File: src/sv/morton_code_point_sorter_assert.svh
// ----------------------------------------------------------------------------
// Morton point sorter assertion macros
// Concurrent assertion wrappers, empty when synthesized.
// ----------------------------------------------------------------------------
`ifndef MORTON_CODE_POINT_SORTER_ASSERT_SVH
`define MORTON_CODE_POINT_SORTER_ASSERT_SVH
`ifndef SYNTHESIS
`define MCPS_ASSERT_NOW(lbl, clk, rstn, prop, msg) \
    lbl: assert property (@(posedge clk) disable iff (!rstn) (prop)) else $error(msg);
`define MCPS_ASSERT_NEXT(lbl, clk, rstn, ante, cons, msg) \
    lbl: assert property (@(posedge clk) disable iff (!rstn) (ante) |=> (cons)) else $error(msg);
`else
`define MCPS_ASSERT_NOW(lbl, clk, rstn, prop, msg)
`define MCPS_ASSERT_NEXT(lbl, clk, rstn, ante, cons, msg)
`endif
`endif

File: src/sv/mcps_pkg.sv
// ----------------------------------------------------------------------------
// Morton point sorter package
// Widths, queue sizing, point record type and Morton key functions.
// ----------------------------------------------------------------------------
package mcps_pkg;

    localparam int COORD_W        = 32;
    localparam int GRID_W         = 10;
    localparam int KEY_W          = 3 * GRID_W;
    localparam int MAX_POINTS_DEF = 64;
    localparam int Q_DEPTH        = 2;
    localparam int Q_AW           = $clog2(Q_DEPTH);
    localparam int Q_CW           = $clog2(Q_DEPTH + 1);

    typedef struct packed {
        logic signed [COORD_W-1:0] x;
        logic signed [COORD_W-1:0] y;
        logic signed [COORD_W-1:0] z;
        logic        [KEY_W-1:0]   key;
        logic                      final_point;
    } point_t;

    // Q16.16 -> 0..1023 grid index: clamp negatives, saturate at 1.0
    function automatic logic [GRID_W-1:0] grid_f(input logic signed [COORD_W-1:0] raw);
        logic [GRID_W-1:0] g;
        if (raw[COORD_W-1]) begin
            g = '0;
        end else if (|raw[COORD_W-2:16]) begin
            g = '1;
        end else begin
            g = raw[15:6];
        end
        return g;
    endfunction

    function automatic logic [KEY_W-1:0] morton_f(input logic signed [COORD_W-1:0] x,
                                                  input logic signed [COORD_W-1:0] y,
                                                  input logic signed [COORD_W-1:0] z);
        logic [GRID_W-1:0] gx;
        logic [GRID_W-1:0] gy;
        logic [GRID_W-1:0] gz;
        logic [KEY_W-1:0]  k;
        gx = grid_f(x);
        gy = grid_f(y);
        gz = grid_f(z);
        for (int i = 0; i < GRID_W; i++) begin
            k[3*i+2] = gx[i];
            k[3*i+1] = gy[i];
            k[3*i]   = gz[i];
        end
        return k;
    endfunction

endpackage

File: src/sv/mcps_front.sv
// ----------------------------------------------------------------------------
// Morton point sorter front end
// Takes input beats and tags each point with its 30-bit Morton key.
// ----------------------------------------------------------------------------
module mcps_front (
    input  logic                                s_valid,
    output logic                                s_ready,
    input  logic signed [mcps_pkg::COORD_W-1:0] s_coord_x,
    input  logic signed [mcps_pkg::COORD_W-1:0] s_coord_y,
    input  logic signed [mcps_pkg::COORD_W-1:0] s_coord_z,
    input  logic                                s_final_point,
    output logic                                pt_valid,
    input  logic                                pt_ready,
    output mcps_pkg::point_t                    pt_data
);
    import mcps_pkg::*;

    always_comb begin
        pt_data.x           = s_coord_x;
        pt_data.y           = s_coord_y;
        pt_data.z           = s_coord_z;
        pt_data.key         = morton_f(s_coord_x, s_coord_y, s_coord_z);
        pt_data.final_point = s_final_point;
    end

    assign pt_valid = s_valid;
    assign s_ready  = pt_ready;

endmodule

File: config.mk
export PLATFORM = sky130hd
export DESIGN_NAME = mcps_front
export DESIGN_NICKNAME = d
export VERILOG_FILES = /design/src/sv/morton_code_point_sorter_assert.svh /design/src/sv/mcps_pkg.sv /design/src/sv/mcps_front.sv
export SDC_FILE = /design/constraint.sdc
export NUM_CORES = 1
export LEC_CHECK = 0
export BUFFER_PORTS_ARGS = -buffer_cell sky130_fd_sc_hd__buf_2
export CAP_MARGIN = 20
export CELL_PAD_IN_SITES_DETAIL_PLACEMENT = 2
export CELL_PAD_IN_SITES_GLOBAL_PLACEMENT = 2
export CORE_ASPECT_RATIO = 1.2
export CORE_MARGIN = 5
export CORE_UTILIZATION = 12
export DETAILED_ROUTE_END_ITERATION = 6
export PLACE_DENSITY = 0.94
export SETUP_SLACK_MARGIN = 0.3
export SLEW_MARGIN = 20
export SYNTH_ARGS = -nofsm -noshare
export SYNTH_HDL_FRONTEND = slang
export SYNTH_SLANG_ARGS = --single-unit
File: constraint.sdc
create_clock -name vclk -period 1.6
set_input_delay 0.4 -clock vclk [all_inputs]
set_output_delay 0.4 -clock vclk [all_outputs]
set_load 0.05 [all_outputs]
After elaboration in Yosys (flattened, before gate mapping). Cells that the tools add are included.

Mux-type cells: 6. Reductions and logical operators: 3.

Operators with widths (number): two-way mux 10 bit (6); OR reduction 15 bit (3).

Register bits after elaboration: 0. Input port bits: 99. Logic and storage cells: 9.

Depth between registers and ports, before layout.
Depth in word-level cells: 3. Mapped depth: 3. Mapped depth without buffers: 2.

Least setup slack after synthesis. Ideal clock, no wire load.

Path kind: input port to output port. From: input port s_coord_z[28] (netlist bit). To: output port pt_data[10] (netlist bit). Arrival: 1504 ps. Data required time: 1200 ps. Setup slack: -304 ps. Cell stages on the path: 3. Buffers on the path: 1. Path through: buf_2 nor4_1 a41oi_1.

RTL lines: start: declaration (line mcps_front.sv:10) `input logic signed [mcps_pkg::COORD_W-1:0] s_coord_z,`; end: declaration (line mcps_front.sv:14) `output mcps_pkg::point_t pt_data`.

==> summary.md <==
| Metric | Value |
|---|---|
| Filler cell count | 1363 |
| Mux share of post-synthesis cell area | 0% |
| WL/cell | 19.9 um |
| Dominant cell type by area after synthesis | buf_4 |
| Status | finished, violations left |
| Die span in x | 110 um |
| Slowest cell on the critical path | nor4_4 |
| Compound-Gate Fraction of Synth Area | 18.2% |
| Die Area | 14300 um^2 |
| Final net count | 386 |
| Tightest Pin Transition | 0.429 ns |
| Most common cell after layout, fill and taps aside | buf_2 |
| ANT cells | 0 |
| Relative slew slack | 71.2% |
| Fin. max-slew vios | 0 |
| Avg Inst Size Synth | 8.01 um^2 |
| Hold crit path type | in2out |
| CP delay by family, top | buffers and inverters |
| Largest net degree at the start of global routing | 12 |
| Worst EP arrival | 1.37 ns |
| Leading cell types in the layout, fill and taps excluded | 128 x buf_2, 51 x buf_6, 27 x a41oi_2 |
| Slowest Stage Delay on Critical Path | 0.33 ns |
| Layout area overhead | 95.0% |
| Initial DRT Pass Iterations | 4 |
| Post-Synthesis Net Count | 279 |
| Hpwl dp | 6700 um |
| Num sequential | 0 |
| Post-route setup TNS | -4.29 ns |
| DRT Wirelength | 8820 um |
| Max Clock Freq | 0.563 GHz |
| Synth Area in Adders | 0% |
| Min cycle time layout | 1.77 ns |
| Cell Pwr Density | 415 nW/um^2 |
| Cts hold-fix bufs | 0 |
| Critical Path Start Type | input port |
| Crit-path max FO | 5 |
| Reg area | 0 um^2 |
| Hold Fails Final Rpt | 0 |
| Height of the die | 130 um |
| Static leakage | 1.12 nW |
| Synth area leaders | buf_4 52%, a41oi_1 18%, nor4_4 13%, nor4_1 13%, buf_2 3.1% |
| Mapped Cells | 180 |
| Initial antenna violation count | 0 |
| Synth Area in XOR/XNOR | 0% |
| RSZ-0062 raised after global routing | true |
| Core Box Area | 11700 um^2 |
| Hold path endpoint | pt_data[31] |
| First-pass GRT wire length | 11900 um |
| All-Layer GR Usage | 10.5% |
| Setup ws final | -0.175 ns |
| Worst Path Required | 1.20 ns |
| Post-route clock period utilization | 111% |
| Via Count | 1857 |
| Grt total ovfl | 0 |
| Largest family of logic cells by synthesized area | buffers and inverters |
| Power after layout | 1.17 mW |
| Worst hold start | s_coord_z[0] |
| Pre-CTS setup slack | -0.259 ns |
| I/O pin cnt | 228 |
| Worst path bufs/invs | 3 |
| Peak VDD IR | 0.155 mV |
| Post-synth cell types | 6 |
| Syn. warnings | 0 |
| DRC | 0 |
| PortBufs | 186 |
| Worst Hold Depth | 0 |
| Final setup viols | 30 |
| Register area share after synthesis | 0% |
| GPL Wtd Cong | 0.775 |
| Vias/cell | 4.20 |
| Synth top area share | 51.6% |
| Crit path capture type | output port |
| Starting Density | 12.3% |
| Simple-gate share of the synthesized area | 26.3% |
| Vias in the first global route | 2158 |
| Syn Std Cell Area | 1440 um^2 |
| Crit-path cells | buf_8 > nor4_4 > buf_4 > a41oi_2 > buf_6 |
| Initial DRC Count | 16 |
| Share of cells above drive strength 1 | 96.1% |
| Clkbuf count | 0 |
| Violated checks | negative setup slack |
| Detail Route Antenna Nets | 0 |
| Max-capacitance violation count | 0 |
| Critical path class | in2out |
| Rows | 43 |
==> routing by layer <==
layer  track usage, %  vias to the layer above  routed length (um)  share of wire [%]
met5                0                        -                   0                  0
met4             5.06                        0                 411                4.7
met3             1.53                       28                 629                7.1
met2             21.7                      110                5060                 57
met1             9.64                      910                2720                 31
li1                 -                      809                   -                  -
==> power breakdown <==
| group | switching, mW | internal [mW] |
|---|---|---|
| clock | 0 | 0 |
| combinational | 0.816 | 0.350 |
| sequential | 0 | 0 |
==> layout make-up <==
cell class | instances | area, um^2 | area share (%)
Multi-Input combinational cell | 69 | 1060 | 37.8
Tap cell | 157 | 196 | 6.99
Timing Repair Buffer | 216 | 1550 | 55.2
==> Yosys cell counts (all sizes together) <==
cell	instances
nor4	39
buf	111
a41oi	30
==> stage by stage <==
step                      utilization, %  hold slack (ns)  area (um^2)  cells
after floorplan                        -            0.967         1510    180
after global placement              17.2            0.800         2010    435
after detailed placement            17.2            0.800         2010    435
after CTS                           21.8            0.800         2550    442
after global routing                24.1            0.800         2810    442
final                               24.1            0.800         2810    442
==> worst max path at each step <==
stage | from | end | cells after the start
5_1_grt | s_coord_y[30] | pt_data[17] | 5
4_1_cts | s_coord_y[30] | pt_data[17] | 5
3_3_place_gp | s_coord_y[18] | pt_data[23] | 5
6_report | s_coord_y[30] | pt_data[17] | 5
2_1_floorplan | s_coord_z[28] | pt_data[19] | 3
3_5_place_dp | s_coord_y[18] | pt_data[23] | 5
==> cells by family after synthesis <==
group                  after synthesis
AOI/OAI and AO/OA                   30
and+or+nand+nor                     39
buffers and inverters              111
==> repair_timing <==
item	4_1_cts	5_1_grt
setup endpoints to repair	40	32
resized for setup	124	48
setup buffers	4	0
pin swaps	13	13
cloned	3	0
(Power assumes the default switching activity.)
