**src/sv/morton_code_point_sorter_assert.svh**
```systemverilog
// ----------------------------------------------------------------------------
// Morton point sorter assertion macros
// Concurrent assertion wrappers, empty when synthesized.
// ----------------------------------------------------------------------------
`ifndef MORTON_CODE_POINT_SORTER_ASSERT_SVH
`define MORTON_CODE_POINT_SORTER_ASSERT_SVH
`ifndef SYNTHESIS
`define MCPS_ASSERT_NOW(lbl, clk, rstn, prop, msg) \
    lbl: assert property (@(posedge clk) disable iff (!rstn) (prop)) else $error(msg);
`define MCPS_ASSERT_NEXT(lbl, clk, rstn, ante, cons, msg) \
    lbl: assert property (@(posedge clk) disable iff (!rstn) (ante) |=> (cons)) else $error(msg);
`else
`define MCPS_ASSERT_NOW(lbl, clk, rstn, prop, msg)
`define MCPS_ASSERT_NEXT(lbl, clk, rstn, ante, cons, msg)
`endif
`endif

```
**src/sv/mcps_pkg.sv**
```systemverilog
// ----------------------------------------------------------------------------
// Morton point sorter package
// Widths, queue sizing, point record type and Morton key functions.
// ----------------------------------------------------------------------------
package mcps_pkg;

    localparam int COORD_W        = 32;
    localparam int GRID_W         = 10;
    localparam int KEY_W          = 3 * GRID_W;
    localparam int MAX_POINTS_DEF = 64;
    localparam int Q_DEPTH        = 2;
    localparam int Q_AW           = $clog2(Q_DEPTH);
    localparam int Q_CW           = $clog2(Q_DEPTH + 1);

    typedef struct packed {
        logic signed [COORD_W-1:0] x;
        logic signed [COORD_W-1:0] y;
        logic signed [COORD_W-1:0] z;
        logic        [KEY_W-1:0]   key;
        logic                      final_point;
    } point_t;

    // Q16.16 -> 0..1023 grid index: clamp negatives, saturate at 1.0
    function automatic logic [GRID_W-1:0] grid_f(input logic signed [COORD_W-1:0] raw);
        logic [GRID_W-1:0] g;
        if (raw[COORD_W-1]) begin
            g = '0;
        end else if (|raw[COORD_W-2:16]) begin
            g = '1;
        end else begin
            g = raw[15:6];
        end
        return g;
    endfunction

    function automatic logic [KEY_W-1:0] morton_f(input logic signed [COORD_W-1:0] x,
                                                  input logic signed [COORD_W-1:0] y,
                                                  input logic signed [COORD_W-1:0] z);
        logic [GRID_W-1:0] gx;
        logic [GRID_W-1:0] gy;
        logic [GRID_W-1:0] gz;
        logic [KEY_W-1:0]  k;
        gx = grid_f(x);
        gy = grid_f(y);
        gz = grid_f(z);
        for (int i = 0; i < GRID_W; i++) begin
            k[3*i+2] = gx[i];
            k[3*i+1] = gy[i];
            k[3*i]   = gz[i];
        end
        return k;
    endfunction

endpackage

```
**src/sv/mcps_queue.sv**
```systemverilog
// ----------------------------------------------------------------------------
// Morton point sorter point queue
// Short FIFO that decouples the front end from the sorter.
// ----------------------------------------------------------------------------
module mcps_queue (
    input  logic             aclk,
    input  logic             aresetn,
    input  logic             in_valid,
    output logic             in_ready,
    input  mcps_pkg::point_t in_data,
    output logic             out_valid,
    input  logic             out_ready,
    output mcps_pkg::point_t out_data
);
    import mcps_pkg::*;

    point_t          mem_reg [Q_DEPTH];
    logic [Q_AW-1:0] wr_ptr_reg, wr_ptr_next;
    logic [Q_AW-1:0] rd_ptr_reg, rd_ptr_next;
    logic [Q_CW-1:0] cnt_reg, cnt_next;
    logic            push, pop;

    assign in_ready  = (cnt_reg != Q_CW'(Q_DEPTH));
    assign out_valid = (cnt_reg != '0);
    assign out_data  = mem_reg[rd_ptr_reg];
    assign push      = in_valid && in_ready;
    assign pop       = out_valid && out_ready;

    always_comb begin
        wr_ptr_next = wr_ptr_reg;
        rd_ptr_next = rd_ptr_reg;
        cnt_next    = cnt_reg;
        if (push) begin
            wr_ptr_next = (wr_ptr_reg == Q_AW'(Q_DEPTH - 1)) ? '0 : wr_ptr_reg + 1'b1;
        end
        if (pop) begin
            rd_ptr_next = (rd_ptr_reg == Q_AW'(Q_DEPTH - 1)) ? '0 : rd_ptr_reg + 1'b1;
        end
        if (push && !pop) begin
            cnt_next = cnt_reg + 1'b1;
        end else if (pop && !push) begin
            cnt_next = cnt_reg - 1'b1;
        end
    end

    always_ff @(posedge aclk) begin
        if (!aresetn) begin
            wr_ptr_reg <= '0;
            rd_ptr_reg <= '0;
            cnt_reg    <= '0;
        end else begin
            wr_ptr_reg <= wr_ptr_next;
            rd_ptr_reg <= rd_ptr_next;
            cnt_reg    <= cnt_next;
        end
    end

    always_ff @(posedge aclk) begin
        if (push) begin
            mem_reg[wr_ptr_reg] <= in_data;
        end
    end

endmodule

```
**config.mk**
```make
export PLATFORM = sky130hd
export DESIGN_NAME = mcps_queue
export DESIGN_NICKNAME = d
export VERILOG_FILES = /design/src/sv/morton_code_point_sorter_assert.svh /design/src/sv/mcps_pkg.sv /design/src/sv/mcps_queue.sv
export SDC_FILE = /design/constraint.sdc
export NUM_CORES = 1
export LEC_CHECK = 0
export BUFFER_PORTS_ARGS = -buffer_cell sky130_fd_sc_hd__buf_2
export CORE_MARGIN = 2
export CORE_UTILIZATION = 45
export DETAILED_ROUTE_END_ITERATION = 8
export PLACE_DENSITY = 0.77
export SYNTH_ARGS = -nofsm -noshare
export SYNTH_HDL_FRONTEND = slang
export SYNTH_SLANG_ARGS = --single-unit
```
**constraint.sdc**
```tcl
create_clock -name aclk -period 4.27 [get_ports aclk]
set_input_delay 1.0675 -clock aclk [delete_from_list [all_inputs] [get_ports aclk]]
set_output_delay 1.0675 -clock aclk [all_outputs]
set_load 0.05 [all_outputs]
```
; ---- Word-level counts from Yosys, hierarchy flattened
; Memory sizes are Yosys's and may differ from the RTL's. A register that Yosys moved wholly into a read port is not among the register bits.
; Index checks and enable logic that the tools add are counted.
[word_totals]
reg_bits = 4
output_inout_bits = 129
input_bits = 131
ramBits = 254
n_memories = 1
[mem_list]
columns = name, words, word_bits, rd, rd_ports_with_merged_regs, write_ports, line_no
row1 = mem_reg, 2, 127, 1, 1, 1, mcps_queue.sv:17  ; point_t mem_reg [Q_DEPTH];
[classes]
reduce_logical = 8
n_eq_ne = 1
addsub = 4
n_mux = 8
[ops]
columns = cell, n
row1 = 1-bit 2-to-1 mux, 6
row2 = 1-bit logical AND, 4
row3 = 2-bit 2-to-1 mux, 2
row4 = 2-bit nonzero test, 2
row5 = 1-bit adder (second input constant), 2
row6 = 2-bit by 1-bit adder with 2-bit output (second input constant), 1
row7 = 1-bit zero test, 2
row8 = 2-bit inequality test (second input constant), 1
row9 = 2-bit by 1-bit subtractor with 2-bit output (second input constant), 1

; ---- Depth between registers and ports, before layout
[logic_depth]
ltp_word = 6
mapped_depth = 6
ltp_nobuf = 6

; ---- Least setup slack after synthesis
; No wires, ideal clock.
[synth_path]
path_kind = input to register
from = input in_valid
to = memory mem_reg[1][0] (netlist name) (enable)
arrival_time_ns = 4.042
setup_ns = 0.502
path_buffers = 0
setup_slack_ns = -0.273
stages = 1
cell_sequence = and3_1
[synth_via]
elab_chain_cells = 3
[synth_lines]
columns = element, line_no
row1 = start: declaration, mcps_queue.sv:8  ; input logic in_valid,
row2 = 1-bit logical AND, mcps_queue.sv:26  ; assign push = in_valid && in_ready;
row3 = 1-bit 2-to-1 mux, mcps_queue.sv:59  ; if (push) begin
row4 = 1-bit 2-to-1 mux (not written as such), mcps_queue.sv:60  ; mem_reg[wr_ptr_reg] <= in_data;
row5 = end: declaration, mcps_queue.sv:17
; Every way passes these cells.

==> impl_metrics.py <==
metrics = {
    "floorplan": {
        "start_util_pct": 45.5,
        "die_area_um2": 22300,
        "core_area_um2": 20900,
        "die_y_um": 149,
        "die_w_um": 149,
        "io_pins": 260,
        "row_count": 53,
    },
    "global_routing": {
        "met3_usage_pct": 4.86,
        "use_met1_pct": 18.3,
        "track_usage_pct": 15.6,
        "grt_pass1_vias": 5272,
        "grt_pass1_wl_um": 27100,
        "grtUsageMet2_pct": 27.6,
        "grt_max_degree": 76,
        "grt_overflow": 0,
        "top_usage_layer": "met2",
        "antenna_found_initial": 2,
    },
    "cts": {
        "path_clk_slew_ns": 0.06,
        "root_buffer": "clkbuf_16",
        "postCtsSetupBuffers": 0,
        "cts_hold_buffers": 0,
        "ctsResizeCount": 0,
        "cts.sinks": 259,
        "htree_levels": 1,
        "clock_latency_ns": 0.52,
        "cts_tree": "done",
        "numCtsBuffers": 26,
        "cts.path.max_buffers": 3,
    },
    "setup_path": {
        "endpoint_kind": "primary output",
        "worstSetupStartpointType": "flip-flop",
        "rr_endpoint": "mem_reg[1][16]$_DFFE_PP_",
        "critPathCapture": "out_data[126]",
        "timing.rr.start": "cnt_reg[0]$_SDFFE_PN0P_",
        "r2r_cells": 3,
        "path_class": "flip-flop to primary output",
        "cp_max_fo": 65,
        "worst-path-buf-inv": 2,
        "critPathTopFamily": "flip-flops",
        "required_ns": 3.20,
        "cp_slowest_stage_delay_ns": 0.62,
        "crit_path_top_delay_cell": "dfxtp_4",
        "arrival_ns": 2.18,
        "cp_num_cells": 3,
        "worstPathCellList": "buf_12, mux2_2, buf_2",
        "r2r_setup_slack_ns": 2.12,
    },
    "timing": {
        "finClkSkew_ns": 0.00884,
        "postLayoutSetupSlackWorst_ns": 1.02,
        "setup_viol_count_final": 0,
        "fin_setup_tns_ns": 0,
        "worst_slew_pin_slew_ns": 0.676,
        "slew_headroom_pct": 54.9,
        "fmax_mhz": 308,
        "finalHoldViolations": 0,
        "fin_crit_sh_pct": 76.0,
        "period_needed_ns": 3.25,
        "rsz0062_at_grt": "false",
        "final-max-slew-violation-count": 0,
    },
    "yosys": {
        "synthesis.nets": 551,
        "yosysTopAreaCellShare_pct": 80.2,
        "synth_cells": 419,
        "synthesis.area_um2": 9510,
        "ys_top_cells_by_area": "edfxtp_1 80%, mux2_2 11%, mux2_4 4.7%",
        "synth_area_per_cell_um2": 22.7,
        "ys_warn_count": 0,
        "synthDistinctLibCells": 21,
        "synth_seq_area_share_pct": 81.2,
        "synth_top_area_cell": "edfxtp_1",
        "ys_ff_latch": 259,
    },
    "min_path": {
        "worst_hold_path_type": "flip-flop to flip-flop",
    },
    "layout": {
        "final_util_pct": 57.3,
        "multi_input_area_um2": 1690,
        "largest_reg_flops": 254,
        "final_common_cell": "buf_2",
        "final_area_um2": 12000,
        "regArea_um2": 7730,
        "layoutNonFillerInstCount": 993,
        "drive_above_1_share_pct": 60.8,
        "mostFrequentLayoutCells": "259 x buf_2, 254 x edfxtp_1, 97 x mux2_2",
        "nNetsFinal": 831,
        "fill_cells": 1557,
        "area_growth_pct": 25.9,
    },
    "power_and_ir_drop": {
        "power_frac_seq_pct": 39.7,
        "combPwrFrac_pct": 34.3,
        "leakage_nw": 4.50,
        "p_per_area_nw_per_um2": 694,
        "p_clk_share_pct": 26.0,
        "vdd_drop_max_mv": 0.487,
        "swShare_pct": 36.5,
        "internal-power_mw": 5.28,
        "power.switching_mw": 3.03,
    },
    "detailed_routing": {
        "dr.pass1.iters": 6,
        "drc_errors": 0,
        "totalWireLength_um": 18100,
        "detail-route-antenna-nets": 0,
        "vias": 4883,
        "drt-wirelength-per-cell_um": 18.2,
        "drtIter0Drc": 255,
        "vias_per_cell": 4.92,
    },
    "flow_run": {
        "max-cap-violations": 0,
    },
    "run_status": {
        "status": "complete, no violations",
    },
    "place": {
        "gp_congestion": 0.768,
        "dpl.cell_count": 946,
        "io_buffers": 259,
        "place_ws_ns": 1.51,
        "dp_hpwl_um": 12200,
        "dpl-instance-area_um2": 11200,
    },
}
[area by class of cell]
cell class,instances,share of cell area (%)
Antenna cell,1,0.0209
Clock inverter,12,0.972
Timing Repair Buffer,266,11.6
Sequential cell,259,64.6
Inverter,1,0.0522
Clock buffer,34,5.86
Multi-Input combinational cell,145,14.1
Tap cell,275,2.87
[cells in the mapped netlist]
master,number
edfxtp_1,254
mux2_2,97
mux2_4,30
buf_2,9
buf_6,5
dfxtp_1,5
and2_1,4
xnor2_1,2
a21bo_2,1
a21boi_0,1
a21boi_1,1
and3_1,1
ha_1,1
inv_1,1
nand2b_4,1
nand3b_1,1
o21ai_0,1
o21ai_1,1
or2_2,1
or3_1,1
xor2_1,1
[power groups by stage]
stage / Sequential, mW / Combinational [mW] / Clock (mW)
CTS: 3.31 / 2.87 / 2.21
floorplan: 3.31 / 2.32 / 0
global placement: 3.33 / 2.83 / 0
detailed placement: 3.36 / 2.86 / 0
finish: 3.30 / 2.85 / 2.16
global route: 3.33 / 2.97 / 2.31
[worst min-delay path: stages, from the launching register on]
cell      delay [ns]
dfxtp_1         0.32
a21bo_2         0.18
a21boi_0        0.07
[per-layer routing]
layer  vias to the layer above  wire length, um
met1                      2418             6730
met2                       197             9400
met3                        33             1520
met5                         -               23
li1                       2231                -
met4                         4              401
[worst min-delay path by stage]
stage,end,depth (start not counted),start
after floorplan,cnt_reg[1]$_SDFFE_PN0P_,2,cnt_reg[1]$_SDFFE_PN0P_
after global placement,cnt_reg[1]$_SDFFE_PN0P_,2,cnt_reg[1]$_SDFFE_PN0P_
after detailed placement,cnt_reg[1]$_SDFFE_PN0P_,2,cnt_reg[1]$_SDFFE_PN0P_
after CTS,wr_ptr_reg$_SDFFE_PN0P_,2,wr_ptr_reg$_SDFFE_PN0P_
after global routing,cnt_reg[1]$_SDFFE_PN0P_,2,cnt_reg[1]$_SDFFE_PN0P_
final,wr_ptr_reg$_SDFFE_PN0P_,2,wr_ptr_reg$_SDFFE_PN0P_
[per-stage QoR]
stage | power, mW | hold WS (ns)
2_1_floorplan | 5.63 | 0.512
6_report | 8.31 | 0.614
3_3_place_gp | 6.16 | 0.526
3_5_place_dp | 6.22 | 0.586
4_1_cts | 8.40 | 0.620
5_1_grt | 8.62 | 0.632
[cell families after synthesis]
logic type      Yosys count  share of synthesized area, %
compound gates            5                         0.368
xor+xnor                  3                         0.276
fa+ha+maj                 1                         0.131
buf+inv                  15                          1.10
flops                   259                          81.2
mux                     127                          16.2
simple gates              9                         0.684
(Power assumes the default switching activity.)
